`config.mk`:
```
export PLATFORM = sky130hd
export DESIGN_NAME = ictf_regs
export DESIGN_NICKNAME = d
export VERILOG_FILES = /design/src/rtl/core/ictf_pkg.sv /design/src/rtl/core/ictf_regs.sv
export SDC_FILE = /design/constraint.sdc
export NUM_CORES = 1
export LEC_CHECK = 0
export BUFFER_PORTS_ARGS = -buffer_cell sky130_fd_sc_hd__buf_2
export CORE_MARGIN = 2
export CORE_UTILIZATION = 45
export CTS_BUF_LIST = sky130_fd_sc_hd__clkbuf_4 sky130_fd_sc_hd__clkbuf_8
export CTS_CLUSTER_SIZE = 40
export DETAILED_ROUTE_END_ITERATION = 12
export MAX_ROUTING_LAYER = met4
export PLACE_DENSITY = 0.77
export SLEW_MARGIN = 10
export SYNTH_ARGS = -nofsm -noshare
export SYNTH_HDL_FRONTEND = slang
export SYNTH_SLANG_ARGS = --single-unit
```
`constraint.sdc`:
```
create_clock -name i_clk -period 1.6 [get_ports i_clk]
set_clock_uncertainty 0.1 [all_clocks]
set_input_delay 0.32 -clock i_clk [delete_from_list [all_inputs] [get_ports i_clk]]
set_output_delay 0.32 -clock i_clk [all_outputs]
set_load 0.05 [all_outputs]
```
`src/rtl/core/ictf_pkg.sv`:
```
`timescale 1ns / 1ps
`default_nettype none

package ictf_pkg;

    localparam int CORDIC_STEPS = 16;
    localparam int ANGLE_FRAC   = 16;
    localparam int TAB_FRAC     = 24;
    localparam int VEC_SHIFT    = 12;
    localparam int ACC_SHIFT    = TAB_FRAC - ANGLE_FRAC;
    localparam int GYRO_SHIFT   = 32 - ANGLE_FRAC;
    localparam int BLEND_FRAC   = 16;
    localparam int LEN_SHIFT    = 30;

    localparam int VW      = 34;
    localparam int IDX_W   = 5;
    localparam int OFF_W   = 17;
    localparam int DIFF_W  = 18;
    localparam int DT_W    = 9;
    localparam int GD_W    = DIFF_W + DT_W;
    localparam int MOP_W   = 33;
    localparam int PROD_W  = 2 * MOP_W;
    localparam int ADDR_W  = 5;
    localparam int RIDX_W  = 3;

    localparam logic [29:0]       INV_GAIN_Q30 = 30'd652032875;
    localparam logic [31:0]       DT_MAX       = 32'd500;
    localparam logic [DT_W-1:0]   DT_DEF       = DT_W'(10);
    localparam logic [31:0]       GAIN_RST     = 32'd32768;
    localparam logic [15:0]       ALPHA_RST    = 16'd64880;

    localparam logic [RIDX_W-1:0] REG_OFF_AX = 3'd0;
    localparam logic [RIDX_W-1:0] REG_OFF_AY = 3'd1;
    localparam logic [RIDX_W-1:0] REG_OFF_AZ = 3'd2;
    localparam logic [RIDX_W-1:0] REG_OFF_GX = 3'd3;
    localparam logic [RIDX_W-1:0] REG_OFF_GY = 3'd4;
    localparam logic [RIDX_W-1:0] REG_GAIN   = 3'd5;
    localparam logic [RIDX_W-1:0] REG_ALPHA  = 3'd6;

    typedef logic signed [VW-1:0] t_vec;

    localparam t_vec Z_QUARTER = VW'(90) <<< TAB_FRAC;

    typedef struct packed {
        logic signed [OFF_W-1:0] off_ax;
        logic signed [OFF_W-1:0] off_ay;
        logic signed [OFF_W-1:0] off_az;
        logic signed [OFF_W-1:0] off_gx;
        logic signed [OFF_W-1:0] off_gy;
        logic [31:0]             gain;
        logic [15:0]             alpha;
    } t_cfg;

    typedef struct packed {
        logic valid;
        t_vec x;
        t_vec y;
        t_vec z;
    } t_cell;

    typedef struct packed {
        logic valid;
        t_vec x;
        t_vec y;
    } t_vreq;

    typedef struct packed {
        logic valid;
        t_vec z;
        t_vec mag;
    } t_vres;

    // atan(2^-i) in degrees, Q.24
    function automatic t_vec atan_q24(input logic [IDX_W-1:0] i);
        t_vec r;
        case (i)
            5'd0:    r = 34'sd754974720;
            5'd1:    r = 34'sd445687602;
            5'd2:    r = 34'sd235489088;
            5'd3:    r = 34'sd119537938;
            5'd4:    r = 34'sd60000934;
            5'd5:    r = 34'sd30029717;
            5'd6:    r = 34'sd15018523;
            5'd7:    r = 34'sd7509720;
            5'd8:    r = 34'sd3754917;
            5'd9:    r = 34'sd1877466;
            5'd10:   r = 34'sd938734;
            5'd11:   r = 34'sd469367;
            5'd12:   r = 34'sd234684;
            5'd13:   r = 34'sd117342;
            5'd14:   r = 34'sd58671;
            5'd15:   r = 34'sd29335;
            5'd16:   r = 34'sd14668;
            5'd17:   r = 34'sd7334;
            5'd18:   r = 34'sd3667;
            5'd19:   r = 34'sd1833;
            5'd20:   r = 34'sd917;
            5'd21:   r = 34'sd458;
            5'd22:   r = 34'sd229;
            5'd23:   r = 34'sd115;
            default: r = '0;
        endcase
        return r;
    endfunction

endpackage

`default_nettype wire

```
`src/rtl/core/ictf_regs.sv`:
```
`timescale 1ns / 1ps
`default_nettype none

module ictf_regs (
    input  logic                        i_clk,
    input  logic                        i_rst_n,
    input  logic                        psel,
    input  logic                        penable,
    input  logic                        pwrite,
    input  logic [ictf_pkg::ADDR_W-1:0] paddr,
    input  logic [31:0]                 pwdata,
    output logic [31:0]                 prdata,
    output logic                        pready,
    output ictf_pkg::t_cfg              o_cfg
);
    import ictf_pkg::*;

    t_cfg r_cfg, n_cfg;
    logic [RIDX_W-1:0] w_idx;
    logic w_wr;

    assign w_idx  = paddr[ADDR_W-1:2];
    assign w_wr   = psel & penable & pwrite;
    assign pready = 1'b1;

    always_comb begin
        n_cfg = r_cfg;
        if (w_wr) begin
            case (w_idx)
                REG_OFF_AX: n_cfg.off_ax = pwdata[OFF_W-1:0];
                REG_OFF_AY: n_cfg.off_ay = pwdata[OFF_W-1:0];
                REG_OFF_AZ: n_cfg.off_az = pwdata[OFF_W-1:0];
                REG_OFF_GX: n_cfg.off_gx = pwdata[OFF_W-1:0];
                REG_OFF_GY: n_cfg.off_gy = pwdata[OFF_W-1:0];
                REG_GAIN:   n_cfg.gain   = pwdata;
                REG_ALPHA:  n_cfg.alpha  = pwdata[15:0];
                default:    ;
            endcase
        end
    end

    always_ff @(posedge i_clk) begin
        if (!i_rst_n) begin
            r_cfg <= '{off_ax: '0, off_ay: '0, off_az: '0, off_gx: '0, off_gy: '0,
                       gain: GAIN_RST, alpha: ALPHA_RST};
        end else begin
            r_cfg <= n_cfg;
        end
    end

    always_comb begin
        case (w_idx)
            REG_OFF_AX: prdata = 32'($signed(r_cfg.off_ax));
            REG_OFF_AY: prdata = 32'($signed(r_cfg.off_ay));
            REG_OFF_AZ: prdata = 32'($signed(r_cfg.off_az));
            REG_OFF_GX: prdata = 32'($signed(r_cfg.off_gx));
            REG_OFF_GY: prdata = 32'($signed(r_cfg.off_gy));
            REG_GAIN:   prdata = r_cfg.gain;
            REG_ALPHA:  prdata = {16'd0, r_cfg.alpha};
            default:    prdata = '0;
        endcase
    end

    assign o_cfg = r_cfg;

endmodule

`default_nettype wire

```
# --- Yosys cells after proc, flatten, opt, wreduce, memory -nomap -nowiden ---
# Index checks and enable logic that the tools add are counted.
word_totals:
  reg_bits: 133
  in_bits: 42
  elab_cells: 24
classes:
  n_eq_ne: 6
  muxes: 1
  bitwise: 2
  n_reduce_logical: 8
ops:
  columns: ["op", "count"]
  rows:
  - ["case mux 32 bit (7 select lines)", 1]
  - ["AND reduction 2 bit", 7]
  - ["equality test 3 bit (second input constant)", 3]
  - ["equality test 3 x 2 -> 1 bit (second input constant)", 2]
  - ["equality test 3 x 1 -> 1 bit (second input constant)", 1]
  - ["logical NOT 3 bit", 1]
  - ["AND 1 bit", 2]

# --- Logic depth before layout (Yosys ltp) ---
depth:
  depth_word: 3
  mapped_depth: 6
  mapped_depth_nobuf: 3

# --- Worst setup path before layout ---
# No wires, ideal clock.
synth_timing:
  path_kind: "flip-flop to output port"
  from: "register r_cfg (netlist bit o_cfg[64])"
  to: "output prdata[16]"
  arrival_ns: 2.470
  required_ns: 1.180
  path_slack_ns: -1.290
  stages_incl_launch_ff: 6
  cell_sequence: "dfxtp_1 > nor2b_1 > clkbuf_1 > clkbuf_1 > a21oi_1 > o21ai_0"
synth_between:
  elab_chain_cells: 1
synth_lines:
  columns: ["item", "line_no", "source"]
  rows:
  - ["from (decl)", "ictf_regs.sv:18", "t_cfg r_cfg, n_cfg;"]
  - ["from (signal assigned)", "ictf_regs.sv:44", "r_cfg <= '{off_ax: '0, off_ay: '0, off_az: '0, off_gx: '0, off_gy: '0,"]
  - ["from (signal assigned)", "ictf_regs.sv:47", "r_cfg <= n_cfg;"]
  - ["case mux 32 bit (7 select lines)", "ictf_regs.sv:52", "case (w_idx)"]
  - ["to (decl)", "ictf_regs.sv:12", "output logic [31:0] prdata,"]
# Every way passes these cells.

# --- Worst setup path in the final report ---
layout_timing:
  from: "register r_cfg (netlist bit o_cfg[132])"
  to: "output prdata[28]"
# Same word-level chain as after synthesis.

==> results.ini <==
[global_route]
antenna_found_initial=1
grt_pass1_wl_um=31870
track_usage_pct=29.37
gr-total-overflow=0
grt_pass1_vias=6004
grt_max_degree=36

[clocking]
cts_root_buf=clkbuf_8
cts.sink_count=133
cts_inserted_buffers=17
cts_max_path_buffers=2
clock_latency_ps=450
clk_pin_slew_worst_paths_ps=70
cts_htree_levels=4
cts_tree=yes

[place]
hpwl_um=14160
pre_cts_ws_ps=-709.6
port_buffers=204
post-place-cells=1049
gp_congestion=0.8236

[floorplan]
start_util_pct=45.78
core-area_um2=13140
die-area_um2=14310
num_io_pins=208
num_rows=42
die_height_um=119.6
die_w_um=119.6

[yosys]
yosysMostFrequentCell=nand2_1
synth.net_count=680
ys_ff_latch=133
syn-cell-area_um2=6015
yosys.area.top_type=dfxtp_1
dominantRegCellSynth=dfxtp_1
yosysWarningCount=0
synth-edff-count=0
ys_seq_area_share_pct=44.27
synth_top_area_share_pct=44.27
synthArstFlopShare_pct=0
post_synth_num_cell_types=31
ys_top_cells_by_count=159 x nand2_1, 133 x dfxtp_1, 126 x mux2i_1, 36 x clkbuf_1, 26 x a32oi_1
postSynthAreaPerCell_um2=9.427
synth_cells=638
synth_area_leaders=dfxtp_1 44%, mux2i_1 21%, nand2_1 9.9%

[timing]
fin_hold_ws_ps=17.13
final_hold_viol_count=0
rsz0062_at_grt=yes
slew_viol_final=0
fmax_ghz=0.4799
final_min_period_over_clock_period_pct=130.2
worst_slack_ps=-483.6
setup_viol=32
period_needed_ps=2084

[routing]
ant_nets=0
wl_um=21020
drc=0
top_layer_used=met4
routed-wl-met2_um=10590
wl_met1_um=8482
first_pass_iters=6
wl_met3_um=1454
drt-initial-drc-count=332
vias_per_cell=5.405
wl_per_cell_um=18.60
num_vias=6108

[setup_path]
worst_path_max_delay_cell=dfxtp_2
path_cells=mux2_4 > a2bb2oi_4 > buf_6 > o21ai_4 > buf_2
cp.arrival_ps=1660
r2r_slack_ps=770
critPathTopFamily=buffers and inverters
crit_type=flip-flop to primary output
path_buf_inv=2
crit_fanout=4
cpPeakStageDelay_ps=320
crit_required_ps=1180
cp-start-kind=flip-flop
end_kind=primary output

[min_path]
hold_path_class=primary input to flip-flop

[status]
violations=setup timing
status=complete, but fails checks

[flow_run]
maxCapViolCount=0

[power_and_ir_drop]
netSwitchingFraction_pct=25.87
internal_power_uw=5405
p_comb_share_pct=13.1
p_leak_uw=0.004194
ir_drop_uv=608.1
pwr-share-seq_pct=46.0
p_per_area_nw_per_um2=768.0
p_switching_uw=1886
power_frac_clock_pct=40.9

[cells_and_area]
nFillCells=975
nets=982
largest_reg_flops=133
area_delta_synth_final_pct=57.83
stdcell_count=1130
drive_above_1_share_pct=49.63

==> cell usage in the layout (no fill, tap or decap), drive strengths merged, types with 2 or more instances in the layout <==
cell type and instances:
clkinv 6, inv 10, mux2 21, bufinv 3, a32oi 26, nand2 159, clkbuf 35, a22oi 15
buf 315, nand2b 2, o211ai 15, nor2 7, mux2i 126, o311ai 9, dlygate4sd3 11, nor2b 8
dfxtp 133, o21ai 25, a21oi 16
==> timing repair <==
action                                  4_1_cts  5_1_grt
setup buffers                                28        7
endpoints found under the setup margin       36       43
pin swaps                                    30       16
hold buffers                                 11        0
gates resized for setup                     101       40
hold endpoints to repair                     11        0
gates cloned                                  2        0
==> final timing paths <==
path                                               from                      to  cells past startpoint
worst max-delay path            o_cfg[132]$_SDFFE_PN0P_              prdata[28]                      5
worst min-delay path                         pwdata[26]  o_cfg[42]$_SDFFE_PN0P_                      3
worst max register to register    o_cfg[5]$_SDFFE_PN1P_   o_cfg[5]$_SDFFE_PN1P_                      2
worst min register to register   o_cfg[97]$_SDFFE_PN0P_  o_cfg[97]$_SDFFE_PN0P_                      2
==> logic make-up (layout without fill, tap and decap cells) <==
kind of cell,after synthesis,count (layout),synth area share (%)
compound gates,108,108,12.54
mux,148,148,25.28
buf+inv,66,381,5.097
simple gates,182,182,12.75
flops,133,133,44.27
other cells,1,2,0.06235
==> worst register-to-register path, delay by kind of cell (launching register included) <==
family	cells	cell delay (ps)
AOI/OAI and AO/OA	2	250
DFF	1	350
==> final cells by class <==
class / count / area [um^2] / share of cell area (%)
Antenna cell: 1 / 2.502 / 0.02636
Clock buffer: 22 / 290.3 / 3.058
Clock inverter: 10 / 127.6 / 1.344
Inverter: 10 / 37.54 / 0.3954
Multi-Input combinational cell: 439 / 3442 / 36.26
Sequential cell: 133 / 2716 / 28.61
Tap cell: 176 / 220.2 / 2.320
Timing Repair Buffer: 339 / 2656 / 27.98
==> power by group through the flow <==
stage                     registers (uW)  clock network, uW  logic [uW]
after floorplan                     3520                  0         386
after global placement              3430                  0         805
after detailed placement            3430                  0         811
after CTS                           3350               3010         912
after global routing                3360               3150        1000
final                               3360               2980         955
==> layer usage <==
layer  track usage [%]  vias up
li1                  -     2866
met1             34.89     2925
met2             49.57      269
met3             6.797       48
met4             9.118        0
met5                 -        -
==> stage by stage <==
stage                     setup TNS (ps)  cell area [um^2]  utilization (%)  power, uW
final                             -13620              9493            72.26       7291
after global routing              -15150              9493            72.26       7509
after CTS                         -14250              9290            70.71       7276
after detailed placement          -37920              8194            62.37       4241
after global placement            -34760              8194            62.37       4235
after floorplan                   -12390              6357                -       3902
Power figures use the tool's default switching activity.
